<file path="config.mk">
export PLATFORM = sky130hd
export DESIGN_NAME = h264_rtp_fua_packetizer_flat
export DESIGN_NICKNAME = d
export VERILOG_FILES = /design/src/hdl/rtpfu_pkg.sv /design/src/hdl/rtpfu_if.sv /design/src/hdl/rtpfu_front.sv /design/src/hdl/rtpfu_fifo.sv /design/src/hdl/rtpfu_back.sv /design/src/hdl/h264_rtp_fua_packetizer.sv /design/src/flat_wrapper.sv
export SDC_FILE = /design/constraint.sdc
export NUM_CORES = 1
export LEC_CHECK = 0
export CORE_UTILIZATION = 39
export CTS_BUF_LIST = sky130_fd_sc_hd__clkbuf_8 sky130_fd_sc_hd__clkbuf_16
export CTS_CLUSTER_DIAMETER = 60
export DETAILED_ROUTE_END_ITERATION = 8
export DONT_BUFFER_PORTS = 1
export PLACE_DENSITY = 0.55
export SETUP_SLACK_MARGIN = 0.05
export SLEW_MARGIN = 20
export SYNTH_ARGS = -nofsm -noshare
export SYNTH_HDL_FRONTEND = slang
export SYNTH_SLANG_ARGS = --single-unit
</file>
<file path="constraint.sdc">
create_clock -name clk -period 8.9 [get_ports clk]
set_input_delay 0.445 -clock clk [delete_from_list [all_inputs] [get_ports clk]]
set_output_delay 0.445 -clock clk [all_outputs]
set_load 0.01 [all_outputs]
</file>
<file path="src/hdl/rtpfu_pkg.sv">
// ----------------------------------------------------------------------------
// rtpfu_pkg
// Shared constants and types of the H.264 RTP FU-A packetizer.
// ----------------------------------------------------------------------------
package rtpfu_pkg;

	// fixed field widths
	localparam int LEN_W   = 21;            // unit length / byte position
	localparam int AT_W    = LEN_W + 1;     // remaining bytes plus fragment fill
	localparam int PLEN_W  = 11;            // packet length field
	localparam int CFG_IDX_W = 2;
	localparam int CFG_DATA_W = 32;

	// fragmentation
	localparam int FRAG_PAYLOAD   = 1400;
	localparam int FILL_W         = $clog2(FRAG_PAYLOAD);
	localparam int MAX_UNIT_BYTES = 1048576;
	localparam logic [LEN_W-1:0] MAX_UNIT_LEN = LEN_W'(MAX_UNIT_BYTES);

	// packet layout
	localparam int RTP_HDR_BYTES = 12;
	localparam int FU_HDR_BYTES  = 14;
	localparam logic [7:0] RTP_VERSION_BYTE = 8'h80;
	localparam logic [4:0] FU_A_TYPE = 5'd28;

	// start code lengths
	localparam logic [2:0] START_CODE_NONE  = 3'd0;
	localparam logic [2:0] START_CODE_SHORT = 3'd3;
	localparam logic [2:0] START_CODE_LONG  = 3'd4;

	// positions within a header burst
	localparam int STEP_W = 4;
	localparam logic [STEP_W-1:0] RTP_LAST_IDX    = STEP_W'(RTP_HDR_BYTES - 1);
	localparam logic [STEP_W-1:0] SINGLE_LAST_IDX = STEP_W'(RTP_HDR_BYTES);
	localparam logic [STEP_W-1:0] FU_IND_IDX      = STEP_W'(RTP_HDR_BYTES);
	localparam logic [STEP_W-1:0] FU_LAST_IDX     = STEP_W'(FU_HDR_BYTES);

	// command queue
	localparam int FIFO_DEPTH = 4;
	localparam int PTR_W = $clog2(FIFO_DEPTH);

	// configuration register indexes
	localparam logic [CFG_IDX_W-1:0] CFG_PAYLOAD_TYPE   = 2'd0;
	localparam logic [CFG_IDX_W-1:0] CFG_STREAM_SRC_ID  = 2'd1;
	localparam logic [CFG_IDX_W-1:0] CFG_TIMESTAMP_STEP = 2'd2;

	typedef enum logic [1:0] {
		CMD_ERROR,
		CMD_BYTE,
		CMD_SINGLE_HDR,
		CMD_FU_HDR
	} cmd_kind_t;

	// one command per input byte that produces output
	typedef struct packed {
		cmd_kind_t         kind;
		logic [7:0]        data;
		logic              pend;
		logic [PLEN_W-1:0] plen;
		logic              marker;
		logic [7:0]        fu_ind;
		logic [7:0]        fu_hdr;
		logic [31:0]       timestamp;
	} cmd_t;

	typedef struct packed {
		logic valid;
		cmd_t cmd;
	} push_t;

	typedef struct packed {
		logic full;
		logic empty;
	} fifo_status_t;

	typedef struct packed {
		logic [7:0]        packet_byte;
		logic              packet_start;
		logic              packet_end;
		logic [PLEN_W-1:0] packet_length;
		logic              start_code_error;
		logic              run_last;
	} result_t;

endpackage

</file>
<file path="src/hdl/rtpfu_if.sv">
// ----------------------------------------------------------------------------
// rtpfu_in_if / rtpfu_out_if
// Valid/ready channels for unit bytes in and packet bytes out.
// ----------------------------------------------------------------------------
interface rtpfu_in_if;
	logic        valid;
	logic        ready;
	logic [7:0]  data_byte;
	logic [20:0] unit_length;
	logic        unit_end;

	modport source (output valid, data_byte, unit_length, unit_end, input ready);
	modport sink   (input valid, data_byte, unit_length, unit_end, output ready);
endinterface

interface rtpfu_out_if;
	logic        valid;
	logic        ready;
	logic [7:0]  packet_byte;
	logic        packet_start;
	logic        packet_end;
	logic [10:0] packet_length;
	logic        start_code_error;
	logic        run_last;

	modport source (output valid, packet_byte, packet_start, packet_end, packet_length,
		start_code_error, run_last, input ready);
	modport sink   (input valid, packet_byte, packet_start, packet_end, packet_length,
		start_code_error, run_last, output ready);
endinterface

</file>
<file path="src/hdl/rtpfu_front.sv">
// ----------------------------------------------------------------------------
// rtpfu_front
// Parses unit bytes: start code search, NAL header latch, fragmentation.
// Emits one command per byte that produces packet output.
// ----------------------------------------------------------------------------
module rtpfu_front (
	input  logic                clk,
	input  logic                arst_n,
	rtpfu_in_if.sink            nal_in,
	input  logic [31:0]         timestamp_step,
	input  logic                fifo_full,
	output rtpfu_pkg::push_t    push
);
	import rtpfu_pkg::*;

	logic [LEN_W-1:0]  pos_q, pos_d;
	logic [LEN_W-1:0]  len_q, len_d;
	logic [2:0]        prefix_q, prefix_d;
	logic              drop_q, drop_d;
	logic [7:0]        nal_q, nal_d;
	logic [FILL_W-1:0] fill_q, fill_d;
	logic [31:0]       ts_q, ts_d;

	logic              accept;
	logic [7:0]        b;
	logic [LEN_W-1:0]  sat_len, eff_len, pos_inc;
	logic              load_len, in_unit, last;
	logic              found3, found4, bad;
	logic [LEN_W-1:0]  nal_len, payload, rem;
	logic              single, at_hdr, first_frag, is_last_frag, pend;
	logic [AT_W-1:0]   at_start;
	logic [PLEN_W-1:0] sgl_plen, fu_plen, frag_len;
	logic [31:0]       ts_sum;
	push_t             push_d;

	assign nal_in.ready = !fifo_full;
	assign accept = nal_in.valid && nal_in.ready;
	assign b = nal_in.data_byte;

	assign sat_len  = (nal_in.unit_length > MAX_UNIT_LEN) ? MAX_UNIT_LEN : nal_in.unit_length;
	assign load_len = (pos_q == '0) && !drop_q;
	assign eff_len  = load_len ? sat_len : len_q;
	assign pos_inc  = pos_q + LEN_W'(1);
	assign in_unit  = pos_q < eff_len;
	assign last     = nal_in.unit_end || (pos_inc == eff_len);

	// start code search
	assign found3 = (pos_q == LEN_W'(2)) && (b == 8'd1);
	assign found4 = (pos_q >= LEN_W'(3)) && (b == 8'd1);
	assign bad    = ((pos_q < LEN_W'(2)) && (b != 8'd0))
		|| ((pos_q == LEN_W'(2)) && (b > 8'd1))
		|| ((pos_q >= LEN_W'(3)) && (b != 8'd1));

	// payload side; position is past the start code here, so len_q is current
	assign nal_len  = len_q - LEN_W'(prefix_q);
	assign payload  = nal_len - LEN_W'(1);
	assign single   = payload <= LEN_W'(FRAG_PAYLOAD);
	assign sgl_plen = PLEN_W'(nal_len + LEN_W'(RTP_HDR_BYTES));
	assign at_hdr   = pos_q == LEN_W'(prefix_q);
	assign first_frag = pos_q == (LEN_W'(prefix_q) + LEN_W'(1));
	assign rem      = len_q - pos_q;
	assign at_start = AT_W'(rem) + AT_W'(fill_q);
	assign is_last_frag = at_start <= AT_W'(FRAG_PAYLOAD);
	assign frag_len = is_last_frag ? at_start[PLEN_W-1:0] : PLEN_W'(FRAG_PAYLOAD);
	assign fu_plen  = frag_len + PLEN_W'(FU_HDR_BYTES);
	assign pend     = last || (rem == LEN_W'(1)) || (fill_q >= FILL_W'(FRAG_PAYLOAD - 1));
	assign ts_sum   = ts_q + timestamp_step;

	always_comb begin
		pos_d    = pos_q;
		len_d    = len_q;
		prefix_d = prefix_q;
		drop_d   = drop_q;
		nal_d    = nal_q;
		fill_d   = fill_q;
		ts_d     = ts_q;
		push_d   = '0;
		push_d.cmd.kind = CMD_ERROR;
		push_d.cmd.data = b;
		push_d.cmd.pend = last;
		push_d.cmd.fu_ind = {nal_q[7:5], FU_A_TYPE};
		push_d.cmd.fu_hdr = {first_frag, is_last_frag, 1'b0, nal_q[4:0]};
		push_d.cmd.timestamp = ts_q;
		if (accept) begin
			if (load_len) begin
				len_d = sat_len;
			end
			if (drop_q) begin
				// discard until unit_end
			end else if (in_unit) begin
				pos_d = pos_inc;
				if (prefix_q == START_CODE_NONE) begin
					if (found3) begin
						prefix_d = START_CODE_SHORT;
					end else if (found4) begin
						prefix_d = START_CODE_LONG;
					end else if (bad || last) begin
						drop_d = 1'b1;
						push_d.valid = 1'b1;
						push_d.cmd = '0;
						push_d.cmd.kind = CMD_ERROR;
					end
				end else if (at_hdr) begin
					nal_d = b;
					ts_d  = ts_sum;
					if (single) begin
						push_d.valid = 1'b1;
						push_d.cmd.kind = CMD_SINGLE_HDR;
						push_d.cmd.plen = sgl_plen;
						push_d.cmd.marker = 1'b1;
						push_d.cmd.timestamp = ts_sum;
					end
				end else if (single) begin
					push_d.valid = 1'b1;
					push_d.cmd.kind = CMD_BYTE;
					push_d.cmd.plen = sgl_plen;
				end else begin
					push_d.valid = 1'b1;
					push_d.cmd.kind = (fill_q == '0) ? CMD_FU_HDR : CMD_BYTE;
					push_d.cmd.plen = fu_plen;
					push_d.cmd.pend = pend;
					push_d.cmd.marker = is_last_frag;
					fill_d = pend ? '0 : fill_q + FILL_W'(1);
				end
			end else if ((pos_q == '0) && (eff_len == '0)) begin
				drop_d = 1'b1;
				push_d.valid = 1'b1;
				push_d.cmd = '0;
				push_d.cmd.kind = CMD_ERROR;
			end
			if (nal_in.unit_end) begin
				pos_d    = '0;
				prefix_d = START_CODE_NONE;
				fill_d   = '0;
				drop_d   = 1'b0;
			end
		end
	end

	assign push = push_d;

	always_ff @(posedge clk or negedge arst_n) begin
		if (!arst_n) begin
			pos_q    <= '0;
			len_q    <= '0;
			prefix_q <= START_CODE_NONE;
			drop_q   <= 1'b0;
			nal_q    <= '0;
			fill_q   <= '0;
			ts_q     <= '0;
		end else begin
			pos_q    <= pos_d;
			len_q    <= len_d;
			prefix_q <= prefix_d;
			drop_q   <= drop_d;
			nal_q    <= nal_d;
			fill_q   <= fill_d;
			ts_q     <= ts_d;
		end
	end

endmodule

</file>
<file path="src/hdl/rtpfu_fifo.sv">
// ----------------------------------------------------------------------------
// rtpfu_fifo
// Short command queue between the parser and the packet sequencer.
// ----------------------------------------------------------------------------
module rtpfu_fifo (
	input  logic                      clk,
	input  logic                      arst_n,
	input  rtpfu_pkg::push_t          push,
	input  logic                      pop,
	output rtpfu_pkg::cmd_t           head,
	output rtpfu_pkg::fifo_status_t   status
);
	import rtpfu_pkg::*;

	cmd_t             mem_q [FIFO_DEPTH];
	logic [PTR_W-1:0] wr_ptr_q, rd_ptr_q;
	logic [PTR_W:0]   count_q;
	logic             do_push, do_pop;

	assign status.full  = count_q == (PTR_W+1)'(FIFO_DEPTH);
	assign status.empty = count_q == '0;
	assign do_push = push.valid && !status.full;
	assign do_pop  = pop && !status.empty;
	assign head    = mem_q[rd_ptr_q];

	always_ff @(posedge clk) begin
		if (do_push) begin
			mem_q[wr_ptr_q] <= push.cmd;
		end
	end

	always_ff @(posedge clk or negedge arst_n) begin
		if (!arst_n) begin
			wr_ptr_q <= '0;
			rd_ptr_q <= '0;
			count_q  <= '0;
		end else begin
			if (do_push) begin
				wr_ptr_q <= wr_ptr_q + PTR_W'(1);
			end
			if (do_pop) begin
				rd_ptr_q <= rd_ptr_q + PTR_W'(1);
			end
			if (do_push && !do_pop) begin
				count_q <= count_q + (PTR_W+1)'(1);
			end else if (do_pop && !do_push) begin
				count_q <= count_q - (PTR_W+1)'(1);
			end
		end
	end

endmodule

</file>
<file path="src/hdl/rtpfu_back.sv">
// ----------------------------------------------------------------------------
// rtpfu_back
// Expands commands into packet bytes: RTP header, FU-A bytes, payload.
// Owns the sequence number and the output register.
// ----------------------------------------------------------------------------
module rtpfu_back (
	input  logic                     clk,
	input  logic                     arst_n,
	input  rtpfu_pkg::cmd_t          head,
	input  rtpfu_pkg::fifo_status_t  status,
	input  logic [6:0]               payload_type,
	input  logic [31:0]              stream_source_id,
	output logic                     pop,
	rtpfu_out_if.source              rtp_out
);
	import rtpfu_pkg::*;

	logic [STEP_W-1:0] step_q;
	logic [15:0]       seq_q;
	logic              out_valid_q;
	result_t           out_q;

	logic              load, emit, is_hdr, at_last;
	logic [STEP_W-1:0] last_idx;
	logic [7:0]        hdr_bytes [RTP_HDR_BYTES];
	result_t           res;

	assign load = !out_valid_q || rtp_out.ready;
	assign emit = !status.empty && load;
	assign is_hdr = (head.kind == CMD_SINGLE_HDR) || (head.kind == CMD_FU_HDR);

	always_comb begin
		unique case (head.kind)
			CMD_SINGLE_HDR: last_idx = SINGLE_LAST_IDX;
			CMD_FU_HDR:     last_idx = FU_LAST_IDX;
			default:        last_idx = '0;
		endcase
	end

	assign at_last = step_q == last_idx;

	assign hdr_bytes[0]  = RTP_VERSION_BYTE;
	assign hdr_bytes[1]  = {head.marker, payload_type};
	assign hdr_bytes[2]  = seq_q[15:8];
	assign hdr_bytes[3]  = seq_q[7:0];
	assign hdr_bytes[4]  = head.timestamp[31:24];
	assign hdr_bytes[5]  = head.timestamp[23:16];
	assign hdr_bytes[6]  = head.timestamp[15:8];
	assign hdr_bytes[7]  = head.timestamp[7:0];
	assign hdr_bytes[8]  = stream_source_id[31:24];
	assign hdr_bytes[9]  = stream_source_id[23:16];
	assign hdr_bytes[10] = stream_source_id[15:8];
	assign hdr_bytes[11] = stream_source_id[7:0];

	always_comb begin
		res = '0;
		res.packet_start     = is_hdr && (step_q == '0);
		res.packet_end       = at_last && head.pend;
		res.packet_length    = head.plen;
		res.start_code_error = head.kind == CMD_ERROR;
		res.run_last         = at_last;
		if (!is_hdr || at_last) begin
			res.packet_byte = head.data;
		end else if (step_q <= RTP_LAST_IDX) begin
			res.packet_byte = hdr_bytes[step_q];
		end else if (step_q == FU_IND_IDX) begin
			res.packet_byte = head.fu_ind;
		end else begin
			res.packet_byte = head.fu_hdr;
		end
	end

	assign pop = emit && at_last;

	always_ff @(posedge clk) begin
		if (emit) begin
			out_q <= res;
		end
	end

	always_ff @(posedge clk or negedge arst_n) begin
		if (!arst_n) begin
			step_q      <= '0;
			seq_q       <= 16'd1;
			out_valid_q <= 1'b0;
		end else begin
			if (load) begin
				out_valid_q <= !status.empty;
			end
			if (emit) begin
				step_q <= at_last ? '0 : step_q + STEP_W'(1);
				if (is_hdr && (step_q == RTP_LAST_IDX)) begin
					seq_q <= seq_q + 16'd1;
				end
			end
		end
	end

	assign rtp_out.valid            = out_valid_q;
	assign rtp_out.packet_byte      = out_q.packet_byte;
	assign rtp_out.packet_start     = out_q.packet_start;
	assign rtp_out.packet_end       = out_q.packet_end;
	assign rtp_out.packet_length    = out_q.packet_length;
	assign rtp_out.start_code_error = out_q.start_code_error;
	assign rtp_out.run_last         = out_q.run_last;

endmodule

</file>
<file path="src/hdl/h264_rtp_fua_packetizer.sv">
// ----------------------------------------------------------------------------
// h264_rtp_fua_packetizer
// Annex-B byte stream in, RTP packets (single NAL or FU-A fragments) out.
// ----------------------------------------------------------------------------
//  channel   dir  handshake        payload
//  nal_in    in   valid/ready      data_byte, unit_length, unit_end
//  rtp_out   out  valid/ready      packet_byte, packet_start, packet_end,
//                                  packet_length, start_code_error, run_last
//  cfg       in   cfg_wr_en        cfg_index, cfg_data (no read-back)
//
//  Input takes one byte per cycle unless the queue is full; one command is
//  made per byte that produces output. Output gives one byte per cycle when
//  not stalled; the RTP header (and for FU-A the FU indicator and FU header)
//  goes before a byte that opens a packet. A 4-entry command queue lets input
//  run on during a header burst; input stalls only when the queue fills.
//  Reset clears parser state, queue and output; sequence number restarts at 1.
//  Output stalls hold the output register and back up through the queue.
// ----------------------------------------------------------------------------
module h264_rtp_fua_packetizer (
	input  logic                                clk,
	input  logic                                arst_n,
	input  logic                                cfg_wr_en,
	input  logic [rtpfu_pkg::CFG_IDX_W-1:0]     cfg_index,
	input  logic [rtpfu_pkg::CFG_DATA_W-1:0]    cfg_data,
	rtpfu_in_if.sink                            nal_in,
	rtpfu_out_if.source                         rtp_out
);
	import rtpfu_pkg::*;

	// configuration registers
	logic [6:0]  payload_type_q;
	logic [31:0] stream_source_id_q;
	logic [31:0] timestamp_step_q;

	always_ff @(posedge clk or negedge arst_n) begin
		if (!arst_n) begin
			payload_type_q     <= 7'd96;
			stream_source_id_q <= 32'd18;
			timestamp_step_q   <= 32'd3000;
		end else if (cfg_wr_en) begin
			unique case (cfg_index)
				CFG_PAYLOAD_TYPE:   payload_type_q     <= cfg_data[6:0];
				CFG_STREAM_SRC_ID:  stream_source_id_q <= cfg_data;
				CFG_TIMESTAMP_STEP: timestamp_step_q   <= cfg_data;
				default: ;
			endcase
		end
	end

	push_t        push;
	cmd_t         head;
	fifo_status_t fifo_status;
	logic         pop;

	// front: start code check, header latch, fragment bookkeeping
	rtpfu_front u_front (
		.clk            (clk),
		.arst_n         (arst_n),
		.nal_in         (nal_in),
		.timestamp_step (timestamp_step_q),
		.fifo_full      (fifo_status.full),
		.push           (push)
	);

	rtpfu_fifo u_fifo (
		.clk    (clk),
		.arst_n (arst_n),
		.push   (push),
		.pop    (pop),
		.head   (head),
		.status (fifo_status)
	);

	// back: header bursts and payload bytes, one per cycle when not stalled
	rtpfu_back u_back (
		.clk              (clk),
		.arst_n           (arst_n),
		.head             (head),
		.status           (fifo_status),
		.payload_type     (payload_type_q),
		.stream_source_id (stream_source_id_q),
		.pop              (pop),
		.rtp_out          (rtp_out)
	);

	// parser never pushes into a full queue
	a_no_push_when_full: assert property (@(posedge clk) disable iff (!arst_n)
		push.valid |-> !fifo_status.full)
		else $error("command pushed into full queue");

	a_fifo_flags: assert property (@(posedge clk) disable iff (!arst_n)
		!(fifo_status.full && fifo_status.empty))
		else $error("queue full and empty at once");

	// every packet opens with the RTP version byte
	a_packet_start_byte: assert property (@(posedge clk) disable iff (!arst_n)
		rtp_out.valid && rtp_out.packet_start |->
			rtp_out.packet_byte == RTP_VERSION_BYTE && !rtp_out.start_code_error)
		else $error("packet start without RTP version byte");

	// an error request stands alone with all other fields clear
	a_error_request: assert property (@(posedge clk) disable iff (!arst_n)
		rtp_out.valid && rtp_out.start_code_error |->
			rtp_out.run_last && rtp_out.packet_length == '0 && rtp_out.packet_byte == '0
			&& !rtp_out.packet_start && !rtp_out.packet_end)
		else $error("malformed start code error request");

endmodule
</file>
<file path="src/flat_wrapper.sv">
// flat-port wrapper written by rule: the top's interface ports become plain ports
module h264_rtp_fua_packetizer_flat import rtpfu_pkg::*;
  (clk, arst_n, cfg_wr_en, cfg_index, cfg_data, nal_in_valid, nal_in_data_byte, nal_in_unit_length, nal_in_unit_end, nal_in_ready, rtp_out_valid, rtp_out_packet_byte, rtp_out_packet_start, rtp_out_packet_end, rtp_out_packet_length, rtp_out_start_code_error, rtp_out_run_last, rtp_out_ready);
  rtpfu_in_if nal_in_i ();
  rtpfu_out_if rtp_out_i ();
  input  logic clk;
  input  logic arst_n;
  input  logic cfg_wr_en;
  input  logic [rtpfu_pkg::CFG_IDX_W-1:0] cfg_index;
  input  logic [rtpfu_pkg::CFG_DATA_W-1:0] cfg_data;
  input wire logic [$bits(nal_in_i.valid)-1:0] nal_in_valid;
  input wire logic [$bits(nal_in_i.data_byte)-1:0] nal_in_data_byte;
  input wire logic [$bits(nal_in_i.unit_length)-1:0] nal_in_unit_length;
  input wire logic [$bits(nal_in_i.unit_end)-1:0] nal_in_unit_end;
  output wire logic [$bits(nal_in_i.ready)-1:0] nal_in_ready;
  output wire logic [$bits(rtp_out_i.valid)-1:0] rtp_out_valid;
  output wire logic [$bits(rtp_out_i.packet_byte)-1:0] rtp_out_packet_byte;
  output wire logic [$bits(rtp_out_i.packet_start)-1:0] rtp_out_packet_start;
  output wire logic [$bits(rtp_out_i.packet_end)-1:0] rtp_out_packet_end;
  output wire logic [$bits(rtp_out_i.packet_length)-1:0] rtp_out_packet_length;
  output wire logic [$bits(rtp_out_i.start_code_error)-1:0] rtp_out_start_code_error;
  output wire logic [$bits(rtp_out_i.run_last)-1:0] rtp_out_run_last;
  input wire logic [$bits(rtp_out_i.ready)-1:0] rtp_out_ready;
  assign nal_in_i.valid = nal_in_valid;
  assign nal_in_i.data_byte = nal_in_data_byte;
  assign nal_in_i.unit_length = nal_in_unit_length;
  assign nal_in_i.unit_end = nal_in_unit_end;
  assign nal_in_ready = nal_in_i.ready;
  assign rtp_out_valid = rtp_out_i.valid;
  assign rtp_out_packet_byte = rtp_out_i.packet_byte;
  assign rtp_out_packet_start = rtp_out_i.packet_start;
  assign rtp_out_packet_end = rtp_out_i.packet_end;
  assign rtp_out_packet_length = rtp_out_i.packet_length;
  assign rtp_out_start_code_error = rtp_out_i.start_code_error;
  assign rtp_out_run_last = rtp_out_i.run_last;
  assign rtp_out_i.ready = rtp_out_ready;
  h264_rtp_fua_packetizer u_core (.clk(clk), .arst_n(arst_n), .cfg_wr_en(cfg_wr_en), .cfg_index(cfg_index), .cfg_data(cfg_data), .nal_in(nal_in_i), .rtp_out(rtp_out_i));
endmodule
</file>
; ---- After elaboration in Yosys (flattened, before gate mapping)
; Memory sizes are Yosys's and may differ from the RTL's.
; Index checks and enable logic that the tools add are counted.
[word_totals]
latch_bits = 0
romBits = 0
wordCells = 188
out_inout_bits = 25
ram_bits = 284
memories = 1
in_bits = 69
register_bits = 219
[mem_list]
columns = memory, depth, word_bits, read_ports, rd_ports_with_merged_regs, wr, line
row1 = u_core.u_fifo.mem_q, 4, 71, 1, 0, 1, rtpfu_fifo.sv:15  ; cmd_t mem_q [FIFO_DEPTH];
[classes]
n_mux = 63
addsub = 16
n_shift = 0
reduce_logical = 54
n_eq_ne = 19
multipliers = 0
div = 0
magnitude_cmp = 10
bitwise = 3
[op_table]
columns = cell, n
row1 = $mux 72, 7
row2 = $mux 21, 5
row3 = $mux 11, 9
row4 = $mux 32, 3
row5 = $mux 8, 6
row6 = $logic_not 21->1, 2
row7 = $mux 3, 11
row8 = $add 32x32->32, 1
row9 = $bmux 8 s4, 1
row10 = $mux 12, 2
row11 = $add 11x4->11 const B, 2
row12 = $add 21x11->22, 1
row13 = $le 22x11->1 const B, 1
row14 = $add 21x1->21 const B, 1
row15 = $eq 21x1->1 const B, 1
row16 = $eq 21x2->1 const B, 1
row17 = $eq 21x21->1, 1
row18 = $eq 21x3->1, 1
row19 = $eq 21x4->1, 1
row20 = $ge 21x2->1 const B, 1
row21 = $gt 21x21->1 const B, 1
row22 = $le 21x11->1 const B, 1
row23 = $lt 21x2->1 const B, 1
row24 = $lt 21x21->1, 1
row25 = 44 further kinds, 103

; ---- Longest topological paths before layout
[logic_depth]
ltp_word = 18
mapped_depth = 26
mapped_depth_nobuf = 24

; ---- Cells and area by module
; A second synthesis with hierarchy kept.
[hier_totals]
cells_unflattened = 2197
hier_area_um2 = 27463.8
[by_module_without_submodules]
columns = module, area_per_inst_um2, cells_each, instances, seq_area_each_um2
row1 = rtpfu_front, 11280.8, 1390, 1, 2402.3
row2 = rtpfu_fifo, 10744.1, 407, 1, 8703.3
row3 = rtpfu_back, 2745.1, 249, 1, 1217.4
row4 = h264_rtp_fua_packetizer, 2693.8, 151, 1, 1790.5

; ---- Worst setup path after synthesis
; No wires, ideal clock.
[synth_timing]
path_kind = register -> register
start = register u_core.u_front.prefix_q[1]
end = memory u_core.u_fifo.mem_q[0][0] (netlist name), enable pin
t_arrival_ps = 6830
path_slack_ps = 1579
synth_period_minus_slack_ps = 7321
stages_incl_launch_ff = 17
cell_sequence = dfrtp_1 inv_1 ha_1 nand3b_1 and2_1 clkbuf_1 xnor2_1 ha_1 a21bo_2 or3_1 or4b_1 mux2i_1 nand4b_1 or2_2 a21oi_1 o21ai_1 nor2_1
[synth_via]
elab_chain_len = 12
elab_cells_between_ends = 14
[synth_lines]
columns = item, line
row1 = start: declaration, rtpfu_front.sv:18  ; logic [2:0] prefix_q, prefix_d;
row2 = start signal: assignment, rtpfu_front.sv:154  ; prefix_q <= prefix_d;
row3 = $sub 21x3->21, rtpfu_front.sv:55  ; assign nal_len = len_q - LEN_W'(prefix_q);
row4 = $sub 21x1->21, rtpfu_front.sv:56  ; assign payload = nal_len - LEN_W'(1);
row5 = $le 21x11->1, rtpfu_front.sv:57  ; assign single = payload <= LEN_W'(FRAG_PAYLOAD);
row6 = $mux 3, rtpfu_front.sv:106  ; if (single) begin
row7 = $mux 3, rtpfu_front.sv:103  ; end else if (at_hdr) begin
row8 = $mux 3 *, rtpfu_front.sv:92  ; if (prefix_q == START_CODE_NONE) begin
row9 = $mux 72 *, rtpfu_front.sv:90  ; end else if (in_unit) begin
row10 = $mux 72 *, rtpfu_front.sv:88  ; if (drop_q) begin
row11 = $mux 72 *, rtpfu_front.sv:84  ; if (accept) begin
row12 = $logic_and 1x1->1 *, rtpfu_fifo.sv:22  ; assign do_push = push.valid && !status.full;
row13 = $mux 1 *, rtpfu_fifo.sv:27  ; if (do_push) begin
row14 = $mux 1 (not written as such) *, rtpfu_fifo.sv:28  ; mem_q[wr_ptr_q] <= push.cmd;
row15 = end: declaration, rtpfu_fifo.sv:15
; Mark *: on every way between the ends. The rest lies on a longest branch, timed or not.

==> key figures <==
Outcome
  • Status: finished clean

STA
  • Max Slew Vio Count: 0
  • Min cycle time layout: 6760 ps
  • Setup Total Neg Slack: 0 ps
  • Max_slew headroom: 26.4%
  • Tcrit/Tclk final: 76.0%
  • RSZ-0062 raised after global routing: false
  • Endpoints failing hold: 0
  • Final Skew: 60.2 ps
  • Measured slew at the worst slew-check pin: 1100 ps
  • Final setup viols: 0
  • Maximum clock rate: 0.148 GHz

Clocking
  • TritonCTS clock tree: done
  • Maximum buffer depth of the clock tree: 3
  • Clock root cell: clkbuf_16
  • # H-tree levels: 2
  • Worst skew pair latency: 640 ps
  • Sink Count: 482
  • Clock transition at path regs: 60 ps
  • Post-CTS setup buffers: 0
  • Total CTS buffers: 59

Finish
  • Commonest non-fill, non-tap cell in the layout: edfxtp_1
  • Most frequent cells in the layout: edfxtp_1, dfrtp_1, nand2_1
  • Nets: 2425
  • Post-layout util: 44.7%
  • Fillers: 6086
  • Multi-input logic area: 12100 sq um
  • Area delta synth->final: 12.6%
  • Layout cell share with drive strength beyond 1: 15.7%
  • Antenna diode count: 0
  • Fin area: 29600 sq um
  • Register area: 13500 sq um

Drt
  • DRC viols: 0
  • Final wirelength: 74400 um
  • DRT Pass-1 Iters: 5
  • WL per Instance: 23.6 um
  • DRT iter0 DRCs: 1615
  • DR vias/cell: 5.81
  • Vias: 18356
  • Antenna Nets Post-Route: 0

Logic synthesis
  • Ys Warns: 0
  • Most area-hungry cell type in the Yosys netlist: edfxtp_1
  • Count of different cell masters after synthesis: 96
  • Most common flop cell mapped by yosys: edfxtp_1
  • Post-synthesis sequential area ratio: 51.4%
  • Synthesized cell area: 26300 sq um
  • Synth top area cells: edfxtp_1, dfrtp_1, mux4_2
  • Synth top area share: 32.8%
  • EDFF count, synth: 287
  • Mapped Avg Cell Area: 11.9 sq um
  • Yosys reg bits: 482
  • Share of flip-flops with an asynchronous set or reset: 40.5%
  • Post-Synthesis Cells: 2205
  • Post-Synthesis Net Count: 2384

Power and ir drop
  • Leak: 11.3 nW
  • Total power: 9.67 mW
  • Power Density: 327 nW/um^2
  • Maximum vdd drop: 159 uV

Setup path
  • WP depth: 23
  • Most common cell on crit path: ha_1
  • Setup CP Type: flip-flop to flip-flop
  • Critical Path AT: 7090 ps
  • Worst path max stage delay: 740 ps
  • Req. time, crit path: 9230 ps
  • Crit path max-delay family: compound AO/OA/AOI/OAI gates
  • CP Launch Point: u_core.u_front.pos_q[1]
  • FF-to-FF Start: u_core.u_front.pos_q[1]
  • Worst reg2reg path depth: 23
  • Crit path buffers/inverters: 2
  • CP endpoint: u_core.u_fifo.mem_q[0][54]
  • Slowest-stage cell, CP: o41ai_1
  • Endpoint class of the critical path: flip-flop
  • Crit-path cells: inv_1, ha_1, nor2b_1, o31a_2, o21a_1, nor2_1, xnor2_1, ha_1, inv_1, o41ai_1, o211ai_1, a21oi_1, nand4_1, or4b_1, a211oi_1, nand3_1, ha_1, nand2b_1, o221ai_1, a31o_2, xnor2_1, nand2_1, o21ai_0
  • CP Launch Type: flip-flop
  • Reg-to-reg slack, setup: 2140 ps
  • Worst R2R End: u_core.u_fifo.mem_q[0][54]
  • Crit Path Max Fanout: 11

Floorplanning
  • Die height: 262 um
  • Initial Util: 39.7%
  • Die X: 262 um
  • Row count: 94
  • IO Count: 94
  • Die Area: 68400 sq um
  • Core area: 66200 sq um

Global routing
  • Total Routing Usage GR: 21.8%
  • First-pass GRT wire length: 114000 um
  • Largest net degree at the start of global routing: 196
  • Initial antenna violation count: 1
  • Vias in the first global route: 18294
  • Remaining Overflow, GRT: 0

Placement
  • RePlAce Congestion: 0.914
  • DP HPWL: 52100 um
  • Placed inst area: 27100 sq um
  • Port bufs: 0

Flow run
  • Max-cap violation count: 0

Hold path
  • Hold Crit Class: input port to flip-flop
[cell usage after synthesis (25+ instances only)]
master and count:
a21o_1 39, a21oi_1 105, a31oi_1 28, clkbuf_1 60, dfrtp_1 183, edfxtp_1 287
ha_1 105, inv_1 71, mux2_2 92, mux4_2 85, nand2_1 180, nand3_1 70
nand4_1 29, nor2_1 122, nor2b_1 38, nor3_1 39, nor4_1 25, o21ai_0 165
xnor2_1 92, xor2_1 38
[final cells by class]
| cell class | count | share of cell area [%] |
|---|---|---|
| clock buffer | 72 | 5.63 |
| clock inverter | 38 | 0.998 |
| inverter | 74 | 0.939 |
| multi-input combinational | 1558 | 40.8 |
| sequential | 482 | 45.7 |
| tap | 864 | 3.65 |
| timing repair buffer | 71 | 2.30 |
[cells by family (layout without fill, tap and decap cells)]
group / after synthesis / count (layout) / share of synthesized area (%)
fa+ha+maj: 110 / 110 / 5.38
xor+xnor: 130 / 130 / 4.33
compound gates: 502 / 502 / 12.3
buf+inv: 165 / 255 / 2.82
mux: 191 / 191 / 11.8
simple gates: 625 / 625 / 12.0
flops: 482 / 482 / 51.4
[worst min-delay path by stage]
stage,startpoint,to,slack [ps],cells after the start
finish,nal_in_data_byte[6],u_core.u_fifo.mem_q[3][67],120,1
global route,nal_in_data_byte[3],u_core.u_fifo.mem_q[3][64],100,1
CTS,nal_in_data_byte[6],u_core.u_fifo.mem_q[3][67],80,1
detailed placement,arst_n,u_core.u_fifo.count_q[0],170,0
global placement,arst_n,u_core.u_back.rtp_out.valid,170,0
floorplan,arst_n,u_core.payload_type_q[0],150,0
[routing by layer]
layer / global-route usage [%] / wire length [um] / vias to the layer above
met1: 30.5 / 33800 / 9303
met5: 0 / 0 / -
met2: 34.8 / 34900 / 490
met3: 3.46 / 3710 / 119
met4: 6.72 / 2070 / 0
li1: - / - / 8444
[worst reg2reg max path: stages, from the launching register on]
cell and delay [ps]:
dfrtp_1 580, inv_1 170, ha_1 310, nor2b_1 150, o31a_2 310, o21a_1 180
nor2_1 130, xnor2_1 100, ha_1 330, inv_1 100, o41ai_1 740, o211ai_1 260
a21oi_1 230, nand4_1 240, or4b_1 590, a211oi_1 720, nand3_1 220, ha_1 280
nand2b_1 150, o221ai_1 140, a31o_2 230, xnor2_1 120, nand2_1 70, o21ai_0 170
[repair_timing]
action	in CTS	in global routing
endpoints found under the hold margin	277	0
hold buffers	44	0
gates resized for setup	0	0
[power breakdown]
group          switching (mW)  internal [mW]
Clock                   0.979           1.39
Combinational            2.45           1.70
Sequential              0.382           2.77
[per-stage QoR]
step	hold WS (ps)	std cells	setup WS, ps
global placement	174	3004	2350
CTS	83.3	3158	2160
floorplan	149	2205	1580
detailed placement	172	3004	2140
finish	119	3159	2140
global route	103	3159	1610
[registers in the layout, indices dropped and copies added (netlist names), 2 cells and up]
register                             cells
u_core.u_front.nal_q                     8
u_core.u_front.prefix_q                  2
u_core.u_fifo.rd_ptr_q                   2
u_core.u_back.seq_q                     16
u_core.timestamp_step_q                 32
u_core.u_fifo.count_q                    3
u_core.u_fifo.mem_q                    264
u_core.u_front.len_q                    21
u_core.payload_type_q                    7
u_core.u_front.ts_q                     32
u_core.u_fifo.wr_ptr_q                   2
u_core.u_front.fill_q                   11
u_core.u_back.step_q                     4
u_core.u_back.rtp_out.packet_length     11
u_core.u_front.pos_q                    21
u_core.stream_source_id_q               32
u_core.u_back.rtp_out.packet_byte        8
Note: power is estimated with default switching activity, not from simulation.
